$ cat src/sv/ttb_pkg.sv
`default_nettype none

package ttb_pkg;

	localparam int NUM_TIMERS = 8;
	localparam int TIMER_W    = 3;
	localparam int TEMPO_W    = 16;
	localparam int PERIOD_W   = 32;
	localparam int CYCLES_W   = 16;
	localparam int SUM_W      = PERIOD_W + 1;
	localparam int DIV_STEPS  = SUM_W;

	localparam logic [1:0] OP_TICK  = 2'd0;
	localparam logic [1:0] OP_READ  = 2'd1;
	localparam logic [1:0] OP_WRITE = 2'd2;

	localparam logic [4:0] ADDR_STATUS  = 5'd0;
	localparam logic [4:0] ADDR_CONTROL = 5'd1;

	localparam logic [TEMPO_W-1:0] TEMPO_MIN = 16'h0001;

	typedef struct packed {
		logic [1:0]          opcode;
		logic [4:0]          reg_address;
		logic [7:0]          write_data;
		logic [CYCLES_W-1:0] elapsed_cycles;
	} ttb_in_t;

	typedef struct packed {
		logic [7:0] read_data;
		logic       irq;
	} ttb_out_t;

	typedef enum logic [2:0] {
		ST_IDLE,
		ST_DECODE,
		ST_TICK_SUM,
		ST_TICK_CHECK,
		ST_TICK_DIV,
		ST_BPM_DIV,
		ST_DONE
	} ttb_state_t;

	typedef struct packed {
		logic item_load;
		logic idx_clr;
		logic idx_inc;
		logic sum_load;
		logic div_start;
		logic div_sel_tempo;
		logic tempo_wr;
		logic period_wr;
		logic elapsed_wr_sum;
		logic elapsed_wr_rem;
		logic fire;
		logic finish;
	} ttb_cmd_t;

	typedef struct packed {
		logic op_tick;
		logic op_bpm_wr;
		logic idx_last;
		logic sum_lt_p;
		logic div_done;
	} ttb_stat_t;

endpackage

`default_nettype wire

$ cat src/sv/ttb_chan.sv
`default_nettype none

interface ttb_chan #(parameter type payload_t = logic);
	logic     valid;
	logic     ready;
	payload_t payload;

	modport source (output valid, output payload, input ready);
	modport sink (input valid, input payload, output ready);
endinterface

`default_nettype wire

$ cat src/sv/ttb_div.sv
`default_nettype none

module ttb_div import ttb_pkg::*; (
	input  wire logic                clk,
	input  wire logic                arst_n,
	input  wire logic                start,
	input  wire logic [SUM_W-1:0]    dividend,
	input  wire logic [PERIOD_W-1:0] divisor,
	output logic                     busy,
	output logic                     done,
	output logic [SUM_W-1:0]         quotient,
	output logic [PERIOD_W-1:0]      remainder
);

	localparam int CNT_W = $clog2(DIV_STEPS + 1);

	logic [CNT_W-1:0]    cnt_q;
	logic                busy_q;
	logic                done_q;
	logic [PERIOD_W-1:0] rem_q;
	logic [SUM_W-1:0]    quo_q;
	logic [PERIOD_W-1:0] div_q;

	logic [SUM_W-1:0] trial;
	logic [SUM_W-1:0] diff;
	logic             ge;

	// restoring step: bring in the next dividend bit, subtract when it fits
	always_comb begin
		trial = {rem_q, quo_q[SUM_W-1]};
		diff  = trial - {1'b0, div_q};
		ge    = trial >= {1'b0, div_q};
	end

	always_ff @(posedge clk or negedge arst_n) begin
		if (!arst_n) begin
			cnt_q  <= '0;
			busy_q <= 1'b0;
			done_q <= 1'b0;
		end else begin
			done_q <= !start && busy_q && (cnt_q == CNT_W'(1));
			if (start) begin
				cnt_q  <= CNT_W'(DIV_STEPS);
				busy_q <= 1'b1;
			end else if (busy_q) begin
				cnt_q <= cnt_q - 1'b1;
				if (cnt_q == CNT_W'(1)) begin
					busy_q <= 1'b0;
				end
			end
		end
	end

	always_ff @(posedge clk) begin
		if (start) begin
			rem_q <= '0;
			quo_q <= dividend;
			div_q <= divisor;
		end else if (busy_q) begin
			rem_q <= ge ? diff[PERIOD_W-1:0] : trial[PERIOD_W-1:0];
			quo_q <= {quo_q[SUM_W-2:0], ge};
		end
	end

	assign busy      = busy_q;
	assign done      = done_q;
	assign quotient  = quo_q;
	assign remainder = rem_q;

endmodule

`default_nettype wire

$ cat src/sv/ttb_datapath.sv
`default_nettype none

module ttb_datapath import ttb_pkg::*; #(
	parameter int CLOCK_RATE = 3000000
) (
	input  wire logic     clk,
	input  wire logic     arst_n,
	input  wire ttb_cmd_t cmd,
	output ttb_stat_t     stat,
	input  wire ttb_in_t  item,
	output ttb_out_t      result
);

	localparam logic [63:0] BASE_WIDE = 64'(CLOCK_RATE) * 64'd60;
	localparam logic [PERIOD_W-1:0] PERIOD_BASE = BASE_WIDE[PERIOD_W-1:0];

	ttb_in_t             item_q;
	ttb_out_t            result_q;
	logic [TIMER_W-1:0]  idx_q;
	logic [SUM_W-1:0]    sum_q;
	logic [7:0]          status_q;
	logic [7:0]          enable_q;
	logic [TEMPO_W-1:0]  tempo_q   [NUM_TIMERS];
	logic [PERIOD_W-1:0] period_q  [NUM_TIMERS];
	logic [PERIOD_W-1:0] elapsed_q [NUM_TIMERS];

	logic [TIMER_W-1:0]  t_sel;
	logic [TEMPO_W-1:0]  tempo_cur;
	logic [TEMPO_W-1:0]  tempo_mix;
	logic [TEMPO_W-1:0]  tempo_new;
	logic                is_write;
	logic                status_wr;
	logic                control_wr;
	logic [7:0]          newly;
	logic [7:0]          status_next;
	logic [7:0]          rd_data;
	logic [PERIOD_W-1:0] period_cur;

	logic [SUM_W-1:0]    div_dividend;
	logic [PERIOD_W-1:0] div_divisor;
	logic                div_busy;
	logic                div_done;
	logic [SUM_W-1:0]    div_quo;
	logic [PERIOD_W-1:0] div_rem;

	always_comb begin
		t_sel      = item_q.reg_address[TIMER_W:1];
		tempo_cur  = tempo_q[t_sel];
		period_cur = period_q[idx_q];
		if (item_q.reg_address[0]) begin
			tempo_mix = {tempo_cur[15:8], item_q.write_data};
		end else begin
			tempo_mix = {item_q.write_data, tempo_cur[7:0]};
		end
		tempo_new = (tempo_mix == '0) ? TEMPO_MIN : tempo_mix;

		is_write   = item_q.opcode == OP_WRITE;
		status_wr  = is_write && (item_q.reg_address == ADDR_STATUS);
		control_wr = is_write && (item_q.reg_address == ADDR_CONTROL);
		newly      = item_q.write_data & ~enable_q;
		status_next = status_wr ? (status_q & ~item_q.write_data) : status_q;

		rd_data = '0;
		if (item_q.opcode == OP_READ) begin
			priority if (item_q.reg_address == ADDR_STATUS) begin
				rd_data = status_q;
			end else if (item_q.reg_address == ADDR_CONTROL) begin
				rd_data = enable_q;
			end else if (item_q.reg_address[4]) begin
				rd_data = item_q.reg_address[0] ? tempo_cur[7:0] : tempo_cur[15:8];
			end else begin
				rd_data = '0;
			end
		end

		if (cmd.div_sel_tempo) begin
			div_dividend = {1'b0, PERIOD_BASE};
			div_divisor  = {{(PERIOD_W - TEMPO_W){1'b0}}, tempo_new};
		end else begin
			div_dividend = sum_q;
			div_divisor  = period_cur;
		end

		stat.op_tick   = item_q.opcode == OP_TICK;
		stat.op_bpm_wr = is_write && item_q.reg_address[4];
		stat.idx_last  = idx_q == TIMER_W'(NUM_TIMERS - 1);
		stat.sum_lt_p  = sum_q < {1'b0, period_cur};
		stat.div_done  = div_done;
	end

	ttb_div u_div (
		.clk       (clk),
		.arst_n    (arst_n),
		.start     (cmd.div_start),
		.dividend  (div_dividend),
		.divisor   (div_divisor),
		.busy      (div_busy),
		.done      (div_done),
		.quotient  (div_quo),
		.remainder (div_rem)
	);

	always_ff @(posedge clk) begin
		if (cmd.item_load) begin
			item_q <= item;
		end
		if (cmd.sum_load) begin
			sum_q <= {1'b0, elapsed_q[idx_q]} + {{(SUM_W - CYCLES_W){1'b0}}, item_q.elapsed_cycles};
		end
		if (cmd.finish) begin
			result_q.read_data <= rd_data;
			result_q.irq       <= |status_next;
		end
	end

	always_ff @(posedge clk or negedge arst_n) begin
		if (!arst_n) begin
			idx_q    <= '0;
			status_q <= '0;
			enable_q <= '0;
		end else begin
			if (cmd.idx_clr) begin
				idx_q <= '0;
			end else if (cmd.idx_inc) begin
				idx_q <= idx_q + 1'b1;
			end
			if (cmd.fire && enable_q[idx_q]) begin
				status_q[idx_q] <= 1'b1;
			end else if (cmd.finish) begin
				status_q <= status_next;
			end
			if (cmd.finish && control_wr) begin
				enable_q <= item_q.write_data;
			end
		end
	end

	always_ff @(posedge clk or negedge arst_n) begin
		if (!arst_n) begin
			for (int i = 0; i < NUM_TIMERS; i++) begin
				tempo_q[i]  <= TEMPO_MIN;
				period_q[i] <= PERIOD_BASE;
			end
		end else begin
			if (cmd.tempo_wr) begin
				tempo_q[t_sel] <= tempo_new;
			end
			if (cmd.period_wr) begin
				period_q[t_sel] <= div_quo[PERIOD_W-1:0];
			end
		end
	end

	always_ff @(posedge clk or negedge arst_n) begin
		if (!arst_n) begin
			for (int i = 0; i < NUM_TIMERS; i++) begin
				elapsed_q[i] <= '0;
			end
		end else begin
			if (cmd.elapsed_wr_sum) begin
				elapsed_q[idx_q] <= sum_q[PERIOD_W-1:0];
			end else if (cmd.elapsed_wr_rem) begin
				elapsed_q[idx_q] <= div_rem;
			end else if (cmd.finish && control_wr) begin
				// clear counters of timers that turn on
				for (int i = 0; i < NUM_TIMERS; i++) begin
					if (newly[i]) begin
						elapsed_q[i] <= '0;
					end
				end
			end
		end
	end

	assign result = result_q;

	a_div_idle_on_start: assert property (@(posedge clk) disable iff (!arst_n)
		cmd.div_start |-> !div_busy)
		else $error("division started while one is in flight");

	a_irq_tracks_status: assert property (@(posedge clk) disable iff (!arst_n)
		cmd.finish |=> (result_q.irq == (status_q != '0)))
		else $error("irq does not match status");

	a_tempo_nonzero: assert property (@(posedge clk) disable iff (!arst_n)
		cmd.tempo_wr |=> (tempo_q[t_sel] != '0))
		else $error("tempo left at zero");

endmodule

`default_nettype wire

$ cat src/sv/ttb_ctrl.sv
`default_nettype none

module ttb_ctrl import ttb_pkg::*; (
	input  wire logic      clk,
	input  wire logic      arst_n,
	input  wire logic      req_valid,
	output logic           req_ready,
	output logic           rsp_valid,
	input  wire logic      rsp_ready,
	input  wire ttb_stat_t stat,
	output ttb_cmd_t       cmd
);

	ttb_state_t state_q;
	ttb_state_t state_d;
	logic       rsp_valid_q;

	always_ff @(posedge clk or negedge arst_n) begin
		if (!arst_n) begin
			state_q     <= ST_IDLE;
			rsp_valid_q <= 1'b0;
		end else begin
			state_q <= state_d;
			if (cmd.finish) begin
				rsp_valid_q <= 1'b1;
			end else if (rsp_ready) begin
				rsp_valid_q <= 1'b0;
			end
		end
	end

	always_comb begin
		state_d   = state_q;
		cmd       = '0;
		req_ready = 1'b0;
		unique case (state_q)
			ST_IDLE: begin
				req_ready = 1'b1;
				if (req_valid) begin
					cmd.item_load = 1'b1;
					state_d       = ST_DECODE;
				end
			end
			ST_DECODE: begin
				if (stat.op_tick) begin
					cmd.idx_clr = 1'b1;
					state_d     = ST_TICK_SUM;
				end else if (stat.op_bpm_wr) begin
					cmd.tempo_wr      = 1'b1;
					cmd.div_sel_tempo = 1'b1;
					cmd.div_start     = 1'b1;
					state_d           = ST_BPM_DIV;
				end else begin
					state_d = ST_DONE;
				end
			end
			ST_TICK_SUM: begin
				cmd.sum_load = 1'b1;
				state_d      = ST_TICK_CHECK;
			end
			ST_TICK_CHECK: begin
				if (stat.sum_lt_p) begin
					cmd.elapsed_wr_sum = 1'b1;
					if (stat.idx_last) begin
						state_d = ST_DONE;
					end else begin
						cmd.idx_inc = 1'b1;
						state_d     = ST_TICK_SUM;
					end
				end else begin
					// wrap: reduce the counter through the divider
					cmd.fire      = 1'b1;
					cmd.div_start = 1'b1;
					state_d       = ST_TICK_DIV;
				end
			end
			ST_TICK_DIV: begin
				if (stat.div_done) begin
					cmd.elapsed_wr_rem = 1'b1;
					if (stat.idx_last) begin
						state_d = ST_DONE;
					end else begin
						cmd.idx_inc = 1'b1;
						state_d     = ST_TICK_SUM;
					end
				end
			end
			ST_BPM_DIV: begin
				if (stat.div_done) begin
					cmd.period_wr = 1'b1;
					state_d       = ST_DONE;
				end
			end
			ST_DONE: begin
				// hold until the output register is free
				if (!rsp_valid_q || rsp_ready) begin
					cmd.finish = 1'b1;
					state_d    = ST_IDLE;
				end
			end
			default: begin
				state_d = ST_IDLE;
			end
		endcase
	end

	assign rsp_valid = rsp_valid_q;

	a_result_from_done: assert property (@(posedge clk) disable iff (!arst_n)
		$rose(rsp_valid_q) |-> $past(state_q == ST_DONE))
		else $error("result raised outside the done state");

	a_accept_decodes: assert property (@(posedge clk) disable iff (!arst_n)
		(req_valid && req_ready) |=> (state_q == ST_DECODE))
		else $error("accepted item not decoded");

	a_tick_div_waits: assert property (@(posedge clk) disable iff (!arst_n)
		(state_q == ST_TICK_DIV && !stat.div_done) |=> (state_q == ST_TICK_DIV))
		else $error("left the divide wait before the divider finished");

endmodule

`default_nettype wire

$ cat src/sv/tempo_timer_bank.sv
// Eight timers with periods set in beats per minute, reached through a byte
// register bus and advanced by tick items. Every item returns one result
// (read byte, interrupt level). Bus reads and status or control writes go
// from decode straight to the done state. A tick sums and checks the counter
// of each timer in turn; a timer whose counter wraps has the wrap reduced
// by the shared 33-step restoring divider. A tempo byte write waits on the
// same divider computing 60 * CLOCK_RATE / bpm. One item is in work at a
// time; a new item is taken while the previous result waits in the output
// register.
`default_nettype none

module tempo_timer_bank import ttb_pkg::*; #(
	parameter int CLOCK_RATE = 3000000
) (
	input wire logic clk,
	input wire logic arst_n,
	ttb_chan.sink    req,
	ttb_chan.source  rsp
);

	ttb_cmd_t  cmd;
	ttb_stat_t stat;
	ttb_out_t  result;

	ttb_ctrl u_ctrl (
		.clk       (clk),
		.arst_n    (arst_n),
		.req_valid (req.valid),
		.req_ready (req.ready),
		.rsp_valid (rsp.valid),
		.rsp_ready (rsp.ready),
		.stat      (stat),
		.cmd       (cmd)
	);

	ttb_datapath #(
		.CLOCK_RATE (CLOCK_RATE)
	) u_datapath (
		.clk    (clk),
		.arst_n (arst_n),
		.cmd    (cmd),
		.stat   (stat),
		.item   (req.payload),
		.result (result)
	);

	assign rsp.payload = result;

endmodule

`default_nettype wire
$ cat src/flat_wrapper.sv
// flat-port wrapper written by rule: the top's interface ports become plain ports
module tempo_timer_bank_flat import ttb_pkg::*;
#(
	parameter int CLOCK_RATE = 3000000
)
  (clk, arst_n, req_valid, req_payload, req_ready, rsp_valid, rsp_payload, rsp_ready);
  ttb_chan req_i ();
  ttb_chan rsp_i ();
  input wire logic clk;
  input wire logic arst_n;
  input wire logic [$bits(req_i.valid)-1:0] req_valid;
  input wire logic [$bits(req_i.payload)-1:0] req_payload;
  output wire logic [$bits(req_i.ready)-1:0] req_ready;
  output wire logic [$bits(rsp_i.valid)-1:0] rsp_valid;
  output wire logic [$bits(rsp_i.payload)-1:0] rsp_payload;
  input wire logic [$bits(rsp_i.ready)-1:0] rsp_ready;
  assign req_i.valid = req_valid;
  assign req_i.payload = req_payload;
  assign req_ready = req_i.ready;
  assign rsp_valid = rsp_i.valid;
  assign rsp_payload = rsp_i.payload;
  assign rsp_i.ready = rsp_ready;
  tempo_timer_bank #(.CLOCK_RATE(CLOCK_RATE)) u_core (.clk(clk), .arst_n(arst_n), .req(req_i), .rsp(rsp_i));
endmodule
$ cat config.mk
export PLATFORM = sky130hd
export DESIGN_NAME = tempo_timer_bank_flat
export DESIGN_NICKNAME = d
export VERILOG_FILES = /design/src/sv/ttb_pkg.sv /design/src/sv/ttb_chan.sv /design/src/sv/ttb_div.sv /design/src/sv/ttb_datapath.sv /design/src/sv/ttb_ctrl.sv /design/src/sv/tempo_timer_bank.sv /design/src/flat_wrapper.sv
export SDC_FILE = /design/constraint.sdc
export NUM_CORES = 1
export LEC_CHECK = 0
export BUFFER_PORTS_ARGS = -buffer_cell sky130_fd_sc_hd__buf_2
export CAP_MARGIN = 10
export CORE_MARGIN = 1
export CORE_UTILIZATION = 40
export DETAILED_ROUTE_END_ITERATION = 6
export PLACE_DENSITY = 0.57
export RECOVER_POWER = 50
export SLEW_MARGIN = 20
export SYNTH_ARGS = -nofsm -noshare
export SYNTH_HDL_FRONTEND = slang
export SYNTH_HIERARCHICAL = 1
export SYNTH_SLANG_ARGS = --single-unit
$ cat constraint.sdc
create_clock -name clk -period 9.6 [get_ports clk]
set_input_delay 0.48 -clock clk [delete_from_list [all_inputs] [get_ports clk]]
set_output_delay 0.48 -clock clk [all_outputs]
set_load 0.005 [all_outputs]
==> reports/metrics.yaml <==
layout_common_cells: "571 x dfrtp_1, 329 x mux2_2, 281 x nand2_1"
clkSlewWorstSetupHoldPaths_ns: 0.06
maxCapViolCount: 13
synthToLayoutAreaGrowth_pct: 12.7
drt-initial-drc-count: 2667
start_kind: "flop"
drive_gt1_share_pct: 23.3
grt_overflow: 0
die_y_um: 318
start_util_pct: 40.4
p_comb_share_pct: 27.8
post-route-drc-count: 0
critPathTopFamily: "simple AND/OR/NAND/NOR gates"
cp_cell_sequence: "nand2_1 > nor2_4 > buf_4 > a22oi_1 > and4_1 > ha_1 > a211oi_1 > a21oi_1 > nor3b_1 > o31a_1 > o211ai_1 > a31oi_1 > and3_4 > nor2_1 > buf_4 > a41oi_4 > buf_4 > nand2_1 > o21ai_0"
dpl.cell_count: 4501
fin_tns_setup_ns: 0
dpl_worst_slack_ns: 2.05
relSlewSlack_pct: -254
p_seq_share_pct: 39.0
hold_buffers: 2
end_kind: "flop"
first_pass_iters: 5
drt-wirelength-per-cell_um: 25.7
critPathBufInv: 3
io_pins: 8
cp_common_cell: "buf_4"
synth_cells: 3321
core-area_mm2: 0.0986
port_buffers: 7
root_buffer: "clkbuf_16"
avgViaCountPerCell: 5.95
intPower_w: 0.00768
max_freq_mhz: 129
cts_setup_buffers: 0
rsz0062_at_grt: "no"
cp_slowest_cell: "dfrtp_2"
p_sw_w: 0.00417
peakVddDrop_mv: 0.142
drtAntennaViolNets: 0
post_layout_nonfiller_instances: 4681
cts_buffers: 94
fin_crit_sh_pct: 80.5
setup_viol: 0
final_common_cell: "dfrtp_1"
critPathMaxFanout: 37
hold_slack_ns: 0.199
cts_resized: 0
insertion_delay_ns: 0.70
clockBufferDepth: 3
period_minus_slack_ns: 7.72
hold_viol_final: 0
antenna_found_initial: 5
max_stage_delay_ns: 0.93
dieArea_mm2: 0.101
grt_usage_pct: 23.8
setup_slack_ns: 1.88
globalplace.congestion: 0.881
cts_tree: "done"
nNetsFinal: 3402
antenna-diode-count: 0
p_sw_share_pct: 35.2
vias: 27865
fin_skew_ns: 0.0385
cts.sinks: 833
synth_area_mm2: 0.0398
htreeDepth: 3
arrival_ns: 8.31
violations: "max-capacitance violations, max-slew violations"
die_x_um: 318
routed_wirelength_um: 120000
syn_area_per_cell_um2: 12.0
powerDensity_mw_per_mm2: 264
crit_required_ns: 10.18
final_util_pct: 45.6
min_path_type: "input port to flop"
yosys_warnings: 6
grt_pass1_wl_um: 182000
leakage_nw: 19.2
grt_pass1_vias: 27520
tightest_slew_ns: 5.32
maxSlewViolCount: 629
rows: 115
grt_max_degree: 154
status: "complete, but fails checks"
post-dp-hpwl_um: 74500
crit_type: "flop to flop"
p_clk_share_pct: 33.2
==> through the flow <==
step | instance area (um^2) | power [W]
global route | 44900 | 0.0124
CTS | 45000 | 0.0119
detailed placement | 41500 | 0.00790
global placement | 41500 | 0.00789
finish | 44900 | 0.0118
floorplan | 39900 | 0.00674
==> worst paths after layout <==
path | end | cells after the start | from | slack (ns)
setup / recovery | u_core/u_datapath/elapsed_q[127] | 19 | u_core/u_datapath/idx_q[1] | 1.88
hold / removal | u_core/u_ctrl/state_q[0] | 3 | req_valid | 0.20
hold reg to reg | u_core/u_datapath/tempo_q[96] | 2 | u_core/u_datapath/tempo_q[96] | 0.47
max in group asynchronous | u_core/u_datapath/period_q[128] | 4 | arst_n | 3.21
setup reg to reg | u_core/u_datapath/elapsed_q[127] | 19 | u_core/u_datapath/idx_q[1] | 1.88
min in group asynchronous | u_core/u_datapath/elapsed_q[238] | 2 | arst_n | 2.29
==> power by group through the flow <==
stage          sequential [W]  combinational (W)  clock, W
2_1_floorplan         0.00433            0.00241         0
3_3_place_gp          0.00466            0.00323         0
3_5_place_dp          0.00465            0.00325         0
4_1_cts               0.00460            0.00327   0.00400
5_1_grt               0.00466            0.00358   0.00415
6_report              0.00462            0.00330   0.00393
==> sequential cells by signal (all words and copies together) (netlist names), 3 cells and up <==
signal and cells:
u_core/u_datapath/sum_q 33, u_core/u_datapath/elapsed_q 256, u_core/u_datapath/enable_q 8, u_core/u_datapath/u_div/remainder 32
u_core/u_datapath/u_div/quotient 33, u_core/u_datapath/idx_q 3, u_core/u_datapath/period_q 256, u_core/u_datapath/item_q 31
u_core/u_datapath/u_div/div_q 32, u_core/u_datapath/tempo_q 128, u_core/u_datapath/u_div/cnt_q 6, u_core/u_ctrl/state_q 3
u_core/u_datapath/status_q 8
==> routing by layer <==
layer	part of all wire (%)	vias up	GRT usage, %
met5	0.022	-	0
met4	2.1	4	6.35
met3	7.1	165	4.03
met2	44	949	36.0
met1	46	14398	35.0
li1	-	12349	-
==> area by class of cell <==
type | count | area (um^2)
clock buffers | 143 | 2910
fillers | 8956 | 53700
well taps | 1287 | 1610
multi-input cells | 2228 | 17500
repair buffers | 93 | 666
inverters | 62 | 233
flip-flops and latches | 833 | 21500
clock inverters | 35 | 548
==> worst register-to-register path, stage by stage, from the launching register on <==
cell,delay [ns]
dfrtp_2,0.93
nand2_1,0.45
nor2_4,0.79
buf_4,0.49
a22oi_1,0.17
and4_1,0.25
ha_1,0.30
a211oi_1,0.25
a21oi_1,0.10
nor3b_1,0.21
o31a_1,0.19
o211ai_1,0.10
a31oi_1,0.70
and3_4,0.67
nor2_1,0.19
buf_4,0.25
a41oi_4,0.92
buf_4,0.46
nand2_1,0.10
o21ai_0,0.10
Power figures use the tool's default switching activity.
